`src/rtl/mhfp_pkg.sv`:
```
// ----------------------------------------------------------------------------
// mhfp_pkg
// Shared types and constants of the mail header fold parser.
// ----------------------------------------------------------------------------
package mhfp_pkg;

    localparam int BYTE_W   = 8;
    localparam int LIMIT_W  = 16;
    localparam int CLASS_W  = 3;
    localparam int PHASE_W  = 3;
    localparam int STATUS_W = 2;
    localparam int QDEPTH   = 2;
    localparam int QPTR_W   = $clog2(QDEPTH);
    localparam int QCNT_W   = $clog2(QDEPTH + 1);

    localparam logic [LIMIT_W-1:0] LIMIT_RESET = 16'hFFFF;

    localparam logic [BYTE_W-1:0] CH_TAB   = 8'h09;
    localparam logic [BYTE_W-1:0] CH_LF    = 8'h0A;
    localparam logic [BYTE_W-1:0] CH_CR    = 8'h0D;
    localparam logic [BYTE_W-1:0] CH_SP    = 8'h20;
    localparam logic [BYTE_W-1:0] CH_COLON = 8'h3A;

    localparam logic [CLASS_W-1:0] CL_OTHER = 3'd0;
    localparam logic [CLASS_W-1:0] CL_WSP   = 3'd1;
    localparam logic [CLASS_W-1:0] CL_LF    = 3'd2;
    localparam logic [CLASS_W-1:0] CL_CR    = 3'd3;
    localparam logic [CLASS_W-1:0] CL_COLON = 3'd4;

    localparam logic [PHASE_W-1:0] PH_LINE  = 3'd0;
    localparam logic [PHASE_W-1:0] PH_NAME  = 3'd1;
    localparam logic [PHASE_W-1:0] PH_FOLD  = 3'd2;
    localparam logic [PHASE_W-1:0] PH_VLEAD = 3'd3;
    localparam logic [PHASE_W-1:0] PH_VAL   = 3'd4;
    localparam logic [PHASE_W-1:0] PH_VCR   = 3'd5;
    localparam logic [PHASE_W-1:0] PH_FIN   = 3'd6;

    localparam logic [STATUS_W-1:0] ST_OK   = 2'd0;
    localparam logic [STATUS_W-1:0] ST_DONE = 2'd1;
    localparam logic [STATUS_W-1:0] ST_ERR  = 2'd2;
    localparam logic [STATUS_W-1:0] ST_OVR  = 2'd3;

    typedef struct packed {
        logic [BYTE_W-1:0]  data;
        logic [CLASS_W-1:0] cls;
    } t_item;

    typedef struct packed {
        logic [STATUS_W-1:0] status;
        logic                commit;
        logic                named;
        logic                fold;
        logic                cvalid;
        logic                cisval;
        logic [BYTE_W-1:0]   chr;
    } t_result;

endpackage

```
`src/rtl/mhfp_front.sv`:
```
// ----------------------------------------------------------------------------
// mhfp_front
// Input stage: registers each accepted byte together with its character class.
// ----------------------------------------------------------------------------
module mhfp_front
    import mhfp_pkg::*;
(
    input  logic              i_clk,
    input  logic              i_rst_n,
    input  logic              i_in_valid,
    output logic              o_in_stall,
    input  logic [BYTE_W-1:0] i_in_byte,
    output logic              o_push,
    output t_item             o_item,
    input  logic              i_q_full
);

    logic              r_valid;
    logic              n_valid;
    t_item             r_item;
    logic [CLASS_W-1:0] w_cls;
    logic              w_take;

    always_comb begin
        if (i_in_byte == CH_TAB || i_in_byte == CH_SP) begin
            w_cls = CL_WSP;
        end else if (i_in_byte == CH_LF) begin
            w_cls = CL_LF;
        end else if (i_in_byte == CH_CR) begin
            w_cls = CL_CR;
        end else if (i_in_byte == CH_COLON) begin
            w_cls = CL_COLON;
        end else begin
            w_cls = CL_OTHER;
        end
    end

    assign o_push     = r_valid && !i_q_full;
    assign o_in_stall = r_valid && i_q_full;
    assign w_take     = i_in_valid && !o_in_stall;
    assign n_valid    = w_take || (r_valid && i_q_full);
    assign o_item     = r_item;

    always_ff @(posedge i_clk) begin
        if (!i_rst_n) begin
            r_valid <= 1'b0;
        end else begin
            r_valid <= n_valid;
        end
    end

    always_ff @(posedge i_clk) begin
        if (w_take) begin
            r_item.data <= i_in_byte;
            r_item.cls  <= w_cls;
        end
    end

endmodule

```
`src/rtl/mhfp_queue.sv`:
```
// ----------------------------------------------------------------------------
// mhfp_queue
// Short FIFO of classified items between the front and the back.
// ----------------------------------------------------------------------------
module mhfp_queue
    import mhfp_pkg::*;
(
    input  logic  i_clk,
    input  logic  i_rst_n,
    input  logic  i_push,
    input  t_item i_item,
    output logic  o_full,
    input  logic  i_pop,
    output logic  o_nonempty,
    output t_item o_item
);

    t_item              r_mem [QDEPTH];
    logic [QPTR_W-1:0]  r_wr;
    logic [QPTR_W-1:0]  r_rd;
    logic [QCNT_W-1:0]  r_cnt;
    logic [QPTR_W-1:0]  n_wr;
    logic [QPTR_W-1:0]  n_rd;
    logic [QCNT_W-1:0]  n_cnt;

    localparam logic [QPTR_W-1:0] LAST = QPTR_W'(QDEPTH - 1);

    assign o_full     = (r_cnt == QCNT_W'(QDEPTH));
    assign o_nonempty = (r_cnt != '0);
    assign o_item     = r_mem[r_rd];

    always_comb begin
        n_wr  = r_wr;
        n_rd  = r_rd;
        n_cnt = r_cnt;
        if (i_push) begin
            n_wr = (r_wr == LAST) ? '0 : r_wr + 1'b1;
        end
        if (i_pop) begin
            n_rd = (r_rd == LAST) ? '0 : r_rd + 1'b1;
        end
        if (i_push && !i_pop) begin
            n_cnt = r_cnt + 1'b1;
        end else if (!i_push && i_pop) begin
            n_cnt = r_cnt - 1'b1;
        end
    end

    always_ff @(posedge i_clk) begin
        if (!i_rst_n) begin
            r_wr  <= '0;
            r_rd  <= '0;
            r_cnt <= '0;
        end else begin
            r_wr  <= n_wr;
            r_rd  <= n_rd;
            r_cnt <= n_cnt;
        end
    end

    always_ff @(posedge i_clk) begin
        if (i_push) begin
            r_mem[r_wr] <= i_item;
        end
    end

endmodule

```
`src/rtl/mhfp_back.sv`:
```
// ----------------------------------------------------------------------------
// mhfp_back
// Parse phase machine, byte counter, limit register and result register.
// ----------------------------------------------------------------------------
module mhfp_back
    import mhfp_pkg::*;
#(
    parameter int COUNT_WIDTH = 16
)
(
    input  logic               i_clk,
    input  logic               i_rst_n,
    input  logic               i_cfg_valid,
    input  logic [LIMIT_W-1:0] i_cfg_data,
    input  logic               i_q_nonempty,
    input  t_item              i_item,
    output logic               o_pop,
    output logic               o_out_valid,
    input  logic               i_out_stall,
    output t_result            o_result
);

    localparam int EXT_W = (COUNT_WIDTH > LIMIT_W) ? COUNT_WIDTH : LIMIT_W;

    logic [LIMIT_W-1:0]     r_limit;
    logic [PHASE_W-1:0]     r_phase;
    logic [PHASE_W-1:0]     n_phase;
    logic                   r_open;
    logic                   n_open;
    logic [COUNT_WIDTH-1:0] r_count;
    logic [COUNT_WIDTH-1:0] n_count;
    logic                   r_out_valid;
    t_result                r_result;
    t_result                w_res;
    logic                   w_load;
    logic                   w_over;
    logic                   w_count;
    logic                   w_name_path;
    logic                   w_wsp;

    assign w_load      = !r_out_valid || !i_out_stall;
    assign o_pop       = i_q_nonempty && w_load;
    assign o_out_valid = r_out_valid;
    assign o_result    = r_result;
    assign w_over      = EXT_W'(r_count) >= EXT_W'(r_limit);
    assign w_wsp       = (i_item.cls == CL_WSP);

    always_comb begin
        n_phase     = r_phase;
        n_open      = r_open;
        w_count     = 1'b0;
        w_name_path = 1'b0;
        w_res       = '0;
        case (r_phase)
            PH_LINE, PH_NAME: begin
                if (r_phase == PH_NAME) begin
                    w_name_path = 1'b1;
                end else if (w_wsp) begin
                    if (!r_open) begin
                        w_res.status = ST_ERR;
                    end else begin
                        w_res.fold = 1'b1;
                        w_count    = 1'b1;
                        if (w_over) begin
                            w_res.status = ST_OVR;
                        end else begin
                            w_res.cvalid = 1'b1;
                            w_res.cisval = 1'b1;
                            n_phase      = PH_FOLD;
                        end
                    end
                end else begin
                    if (r_open) begin
                        w_res.commit = 1'b1;
                        n_open       = 1'b0;
                    end
                    if (i_item.cls == CL_LF) begin
                        w_res.status = ST_DONE;
                    end else if (i_item.cls == CL_CR) begin
                        n_phase = PH_FIN;
                    end else begin
                        w_name_path = 1'b1;
                    end
                end
                if (w_name_path) begin
                    if (i_item.cls == CL_COLON) begin
                        w_res.named = 1'b1;
                        n_open      = 1'b1;
                        n_phase     = PH_VLEAD;
                    end else begin
                        w_count = 1'b1;
                        if (w_over) begin
                            w_res.status = ST_OVR;
                        end else begin
                            w_res.cvalid = 1'b1;
                            n_phase      = PH_NAME;
                        end
                    end
                end
            end
            PH_FOLD, PH_VLEAD, PH_VAL: begin
                if (r_phase == PH_FOLD && w_wsp) begin
                    w_res.cvalid = 1'b1;
                    w_res.cisval = 1'b1;
                end else if (r_phase != PH_VAL && w_wsp) begin
                    n_phase = r_phase;
                end else if (i_item.cls == CL_LF) begin
                    n_phase = PH_LINE;
                end else if (i_item.cls == CL_CR) begin
                    n_phase = PH_VCR;
                end else begin
                    w_count = 1'b1;
                    if (w_over) begin
                        w_res.status = ST_OVR;
                    end else begin
                        w_res.cvalid = 1'b1;
                        w_res.cisval = 1'b1;
                        n_phase      = PH_VAL;
                    end
                end
            end
            PH_VCR: begin
                if (i_item.cls != CL_LF) begin
                    w_res.status = ST_ERR;
                end else begin
                    n_phase = PH_LINE;
                end
            end
            PH_FIN: begin
                w_res.status = (i_item.cls == CL_LF) ? ST_DONE : ST_ERR;
            end
            default: begin
                w_res.status = ST_ERR;
            end
        endcase
        if (w_res.cvalid) begin
            w_res.chr = i_item.data;
        end
        n_count = r_count;
        if (w_count && (r_count != '1)) begin
            n_count = r_count + 1'b1;
        end
    end

    always_ff @(posedge i_clk) begin
        if (!i_rst_n) begin
            r_limit     <= LIMIT_RESET;
            r_phase     <= PH_LINE;
            r_open      <= 1'b0;
            r_count     <= '0;
            r_out_valid <= 1'b0;
        end else begin
            if (i_cfg_valid) begin
                r_limit <= i_cfg_data;
            end
            if (o_pop) begin
                r_phase <= n_phase;
                r_open  <= n_open;
                r_count <= n_count;
            end
            if (w_load) begin
                r_out_valid <= i_q_nonempty;
            end
        end
    end

    always_ff @(posedge i_clk) begin
        if (o_pop) begin
            r_result <= w_res;
        end
    end

endmodule

```
`src/rtl/mail_header_fold_parser.sv`:
```
// ----------------------------------------------------------------------------
// mail_header_fold_parser
// Byte-serial parser of a mail header block with continuation folding.
// ----------------------------------------------------------------------------
// Path: each accepted byte passes through the input register, a queue entry
// and the result register before its result is valid.
// Throughput: one byte per cycle while i_out_stall is low.
// Reset clears the phase, open-header flag, byte counter, queue and valids;
// the limit register resets to 65535.
module mail_header_fold_parser
    import mhfp_pkg::*;
#(
    parameter int COUNT_WIDTH = 16
)
(
    input  logic                i_clk,
    input  logic                i_rst_n,
    input  logic                i_cfg_valid,
    output logic                o_cfg_ready,
    input  logic [LIMIT_W-1:0]  i_cfg_data,
    input  logic                i_in_valid,
    output logic                o_in_stall,
    input  logic [BYTE_W-1:0]   i_in_byte,
    output logic                o_out_valid,
    input  logic                i_out_stall,
    output logic [STATUS_W-1:0] o_status,
    output logic                o_value_commit,
    output logic                o_name_done,
    output logic                o_fold_mark,
    output logic                o_char_valid,
    output logic                o_char_is_value,
    output logic [BYTE_W-1:0]   o_char_out
);

    t_item   w_front_item;
    t_item   w_q_item;
    t_result w_result;
    logic    w_push;
    logic    w_full;
    logic    w_pop;
    logic    w_nonempty;

    assign o_cfg_ready = 1'b1;

    mhfp_front u_front (
        .i_clk      (i_clk),
        .i_rst_n    (i_rst_n),
        .i_in_valid (i_in_valid),
        .o_in_stall (o_in_stall),
        .i_in_byte  (i_in_byte),
        .o_push     (w_push),
        .o_item     (w_front_item),
        .i_q_full   (w_full)
    );

    mhfp_queue u_queue (
        .i_clk      (i_clk),
        .i_rst_n    (i_rst_n),
        .i_push     (w_push),
        .i_item     (w_front_item),
        .o_full     (w_full),
        .i_pop      (w_pop),
        .o_nonempty (w_nonempty),
        .o_item     (w_q_item)
    );

    mhfp_back #(
        .COUNT_WIDTH (COUNT_WIDTH)
    ) u_back (
        .i_clk        (i_clk),
        .i_rst_n      (i_rst_n),
        .i_cfg_valid  (i_cfg_valid),
        .i_cfg_data   (i_cfg_data),
        .i_q_nonempty (w_nonempty),
        .i_item       (w_q_item),
        .o_pop        (w_pop),
        .o_out_valid  (o_out_valid),
        .i_out_stall  (i_out_stall),
        .o_result     (w_result)
    );

    assign o_status        = w_result.status;
    assign o_value_commit  = w_result.commit;
    assign o_name_done     = w_result.named;
    assign o_fold_mark     = w_result.fold;
    assign o_char_valid    = w_result.cvalid;
    assign o_char_is_value = w_result.cisval;
    assign o_char_out      = w_result.chr;

endmodule
```
`config.mk`:
```
export PLATFORM = sky130hd
export DESIGN_NAME = mail_header_fold_parser
export DESIGN_NICKNAME = d
export VERILOG_FILES = /design/src/rtl/mhfp_pkg.sv /design/src/rtl/mhfp_front.sv /design/src/rtl/mhfp_queue.sv /design/src/rtl/mhfp_back.sv /design/src/rtl/mail_header_fold_parser.sv
export SDC_FILE = /design/constraint.sdc
export NUM_CORES = 1
export LEC_CHECK = 0
export ABC_AREA = 1
export BUFFER_PORTS_ARGS = -buffer_cell sky130_fd_sc_hd__buf_2
export CORE_MARGIN = 3
export CORE_UTILIZATION = 63
export CTS_CLUSTER_SIZE = 24
export DETAILED_ROUTE_END_ITERATION = 6
export GPL_TIMING_DRIVEN = 0
export PLACE_DENSITY = 0.89
export SETUP_SLACK_MARGIN = 0.1
export SYNTH_ARGS = -nofsm -noshare
export SYNTH_HDL_FRONTEND = slang
export SYNTH_SLANG_ARGS = --single-unit
```
`constraint.sdc`:
```
create_clock -name i_clk -period 3.5 [get_ports i_clk]
set_clock_uncertainty 0.05 [all_clocks]
set_input_delay 0.525 -clock i_clk [delete_from_list [all_inputs] [get_ports i_clk]]
set_output_delay 0.525 -clock i_clk [all_outputs]
set_load 0.05 [all_outputs]
```
==> flow_metrics.tcl <==
set metrics [dict create \
    die_h_microns 88.72 \
    grt_antenna_before_repair 0 \
    peakVddDrop_mv 0.4168 \
    slew_headroom_pct 38.80 \
    dp_hpwl_microns 6203 \
    synth_area_leaders "edfxtp_1 (33%), dfxtp_1 (20%), nand2_1 (5.8%), a21oi_1 (5.3%), ha_1 (5.2%)" \
    hold_viol 0 \
    synth_flop_cell "edfxtp_1" \
    ys_ff_latch 91 \
    gp_congestion 0.8959 \
    critPathCaptureType "register" \
    ys_seq_area_share_pct 53.41 \
    first_iter_violations 241 \
    postSynthCellCount 467 \
    cts_setup_buffers 0 \
    tns_ps 0 \
    drtAntennaViolNets 0 \
    fin_crit_ps 2400 \
    hold_buffers 0 \
    synth_top_family_by_area "simple AND/OR/NAND/NOR gates" \
    ios 47 \
    synth_most_common_cell "nand2_1" \
    synth-edff-count 48 \
    clk_latency_ps 370 \
    critical-path-max-stage-delay_ps 420 \
    min_period_over_period_pct 68.57 \
    arrival_ps 2460 \
    wl_per_cell_microns 14.20 \
    synth.area.mux_share_pct 1.858 \
    leakage_nw 2.102 \
    syn_nets 514 \
    cts_tree "done" \
    maxCapViolations 0 \
    synth_top_cell_by_area "edfxtp_1" \
    synth-xor-area-share_pct 3.048 \
    finalMaxSlewViolations 0 \
    syn_avg_cell_area_sq_um 9.230 \
    drc_errors 0 \
    min-delay-path-class "in -> reg" \
    die_w_microns 88.72 \
    netlist.area_leader.share_pct 33.44 \
    clock-sinks 91 \
    rsz0062_at_grt "no" \
    start_util_pct 66.36 \
    synth-adder-area-share_pct 5.225 \
    path_buf_inv 1 \
    die-area_sq_um 7870 \
    drive_above_1_share_pct 15.18 \
    core_area_sq_um 6495 \
    stdcell_count 604 \
    grt_first_pass_wirelength_microns 14120 \
    gr-usage-all-layers_pct 23.37 \
    synth_commonest_cells "nand2_1 (67), inv_1 (55), edfxtp_1 (48), nor2_1 (47), a21oi_1 (46)" \
    cpMostUsedCell "nand2_1" \
    cts.htree.levels 3 \
    worst_pin_slew_ps 914.7 \
    antenna_cells 0 \
    max_freq_ghz 0.4167 \
    synth_compound_area_share_pct 11.70 \
    powerDensity_nw_per_um2 742.0 \
    nNetsFinal 569 \
    clock_path_buffers 2 \
    worstPathCellList "ha_1 -> a21oi_1 -> o21a_1 -> nand2_1 -> nand2_1 -> nand2_1 -> inv_1 -> a21boi_2 -> nor2_1" \
    vias 3438 \
    yosys.area_share.simple_pct 17.85 \
    cpLargestDelayFamily "compound AO/OA/AOI/OAI gates" \
    dp.cells 588 \
    vias_per_cell 5.692 \
    finalSetupViolCount 0 \
    netlist_area_sq_um 4310 \
    ys_warn_count 0 \
    syn2layout_area_growth_pct 11.23 \
    grt_max_degree 19 \
    slowest_stage "dfxtp_1" \
    run_status "finished clean" \
    ctsRootBufferMaster "clkbuf_8" \
    worst-endpoint-required_ps 3560 \
    grt_pass1_vias 3177 \
    crit_fanout 9 \
    ys_types 35 \
    firstDrtPassIters 5 \
    grt-ovfl-total 0 \
    cts_resized 0 \
    critical_path.startpoint_type "register" \
    portBuffers 44 \
    nFillCells 433 \
    wl_microns 8577 \
    cts_buffers 9 \
    path_class "reg -> reg" \
    cts.clk_slew.worst_paths_ps 90 \
    rows 29 \
    async_flop_share_pct 0 \
]
## cell families after synthesis
group | count (synthesis)
and+or+nand+nor | 173
DFF | 91
AOI/OAI and AO/OA | 91
xor gates and xnor gates | 15
buffers and inverters | 70
other | 1
adders and majority gates | 18
muxes | 8
## worst reg2reg max path, cell delays in order, from the launching register on
cell	delay (ps)
dfxtp_1	420
ha_1	360
a21oi_1	80
o21a_1	190
nand2_1	120
nand2_1	120
nand2_1	240
inv_1	110
a21boi_2	360
nor2_1	100
## sequential cells by signal, summed over array words and instances, names as in the netlist, named ones only
signal / flops
u_back.o_out_valid: 1
u_back.o_result: 15
u_back.r_count: 16
u_back.r_limit: 16
u_back.r_open: 1
u_back.r_phase: 3
u_front.o_item: 11
u_front.r_valid: 1
u_queue.r_cnt: 2
u_queue.r_mem: 22
u_queue.r_rd: 1
u_queue.r_wr: 1
## stage by stage
step | util (%) | instance area, sq um | hold WS, ps | setup slack, ps | power (mW)
5_1_grt | 73.82 | 4795 | 283.5 | 993.5 | 3.755
2_1_floorplan | - | 4310 | 371.5 | 1272 | 2.607
3_3_place_gp | 71.24 | 4627 | 376.8 | 1232 | 2.883
6_report | 73.82 | 4795 | 293.4 | 1100 | 3.557
3_5_place_dp | 71.24 | 4627 | 384.6 | 1183 | 2.925
4_1_cts | 73.82 | 4795 | 286.9 | 1125 | 3.550
## final cells by class
class                   instances  area, sq um  share of cell area [%]
clock inverters                 5        36.28                  0.7568
clock buffers                  11        131.4                   2.740
flip-flops and latches         91         2302                   48.02
inverters                      58        217.7                   4.541
repair buffers                 44        220.2                   4.593
well taps                      77        96.34                   2.009
multi-input cells             306         1714                   35.75
plain buffers                  12        76.32                   1.592
## report_power, final
part	switching [mW]	internal [mW]
clock	0.372	0.263
combinational	1.06	0.392
sequential	0.0908	1.37
## per-layer routing
layer / wire, microns / part of all wire (%) / global-route usage (%)
met1: 3827 / 45 / 30.40
met2: 3991 / 47 / 37.45
met3: 605 / 7.1 / 6.052
met4: 152 / 1.8 / 9.203
met5: 0 / 0 / 0
## layout by cell type (no fill, tap or decap), types with 6 or more instances in the layout
| cell type | instances |
|---|---|
| edfxtp_1 | 48 |
| nand4_1 | 10 |
| inv_1 | 55 |
| clkbuf_8 | 9 |
| xor2_1 | 9 |
| o21ai_0 | 32 |
| nor2_1 | 47 |
| ha_1 | 18 |
| clkbuf_1 | 7 |
| xnor2_1 | 6 |
| a21oi_1 | 46 |
| mux2i_1 | 8 |
| buf_2 | 45 |
| dfxtp_1 | 43 |
| nand2_1 | 67 |
| nand3_1 | 32 |
## worst paths after layout
kind	to	start	slack [ps]	cells past startpoint
hold reg to reg	u_queue.r_mem[1][2]	u_front.o_item[2]	400	0
setup reg to reg	u_back.o_result[4]	u_back.r_count[5]	1100	9
hold / removal	u_front.o_item[9]	i_in_byte[6]	290	1
setup / recovery	u_back.o_result[4]	u_back.r_count[5]	1100	9
No activity file was read; power rests on OpenSTA's default activity.
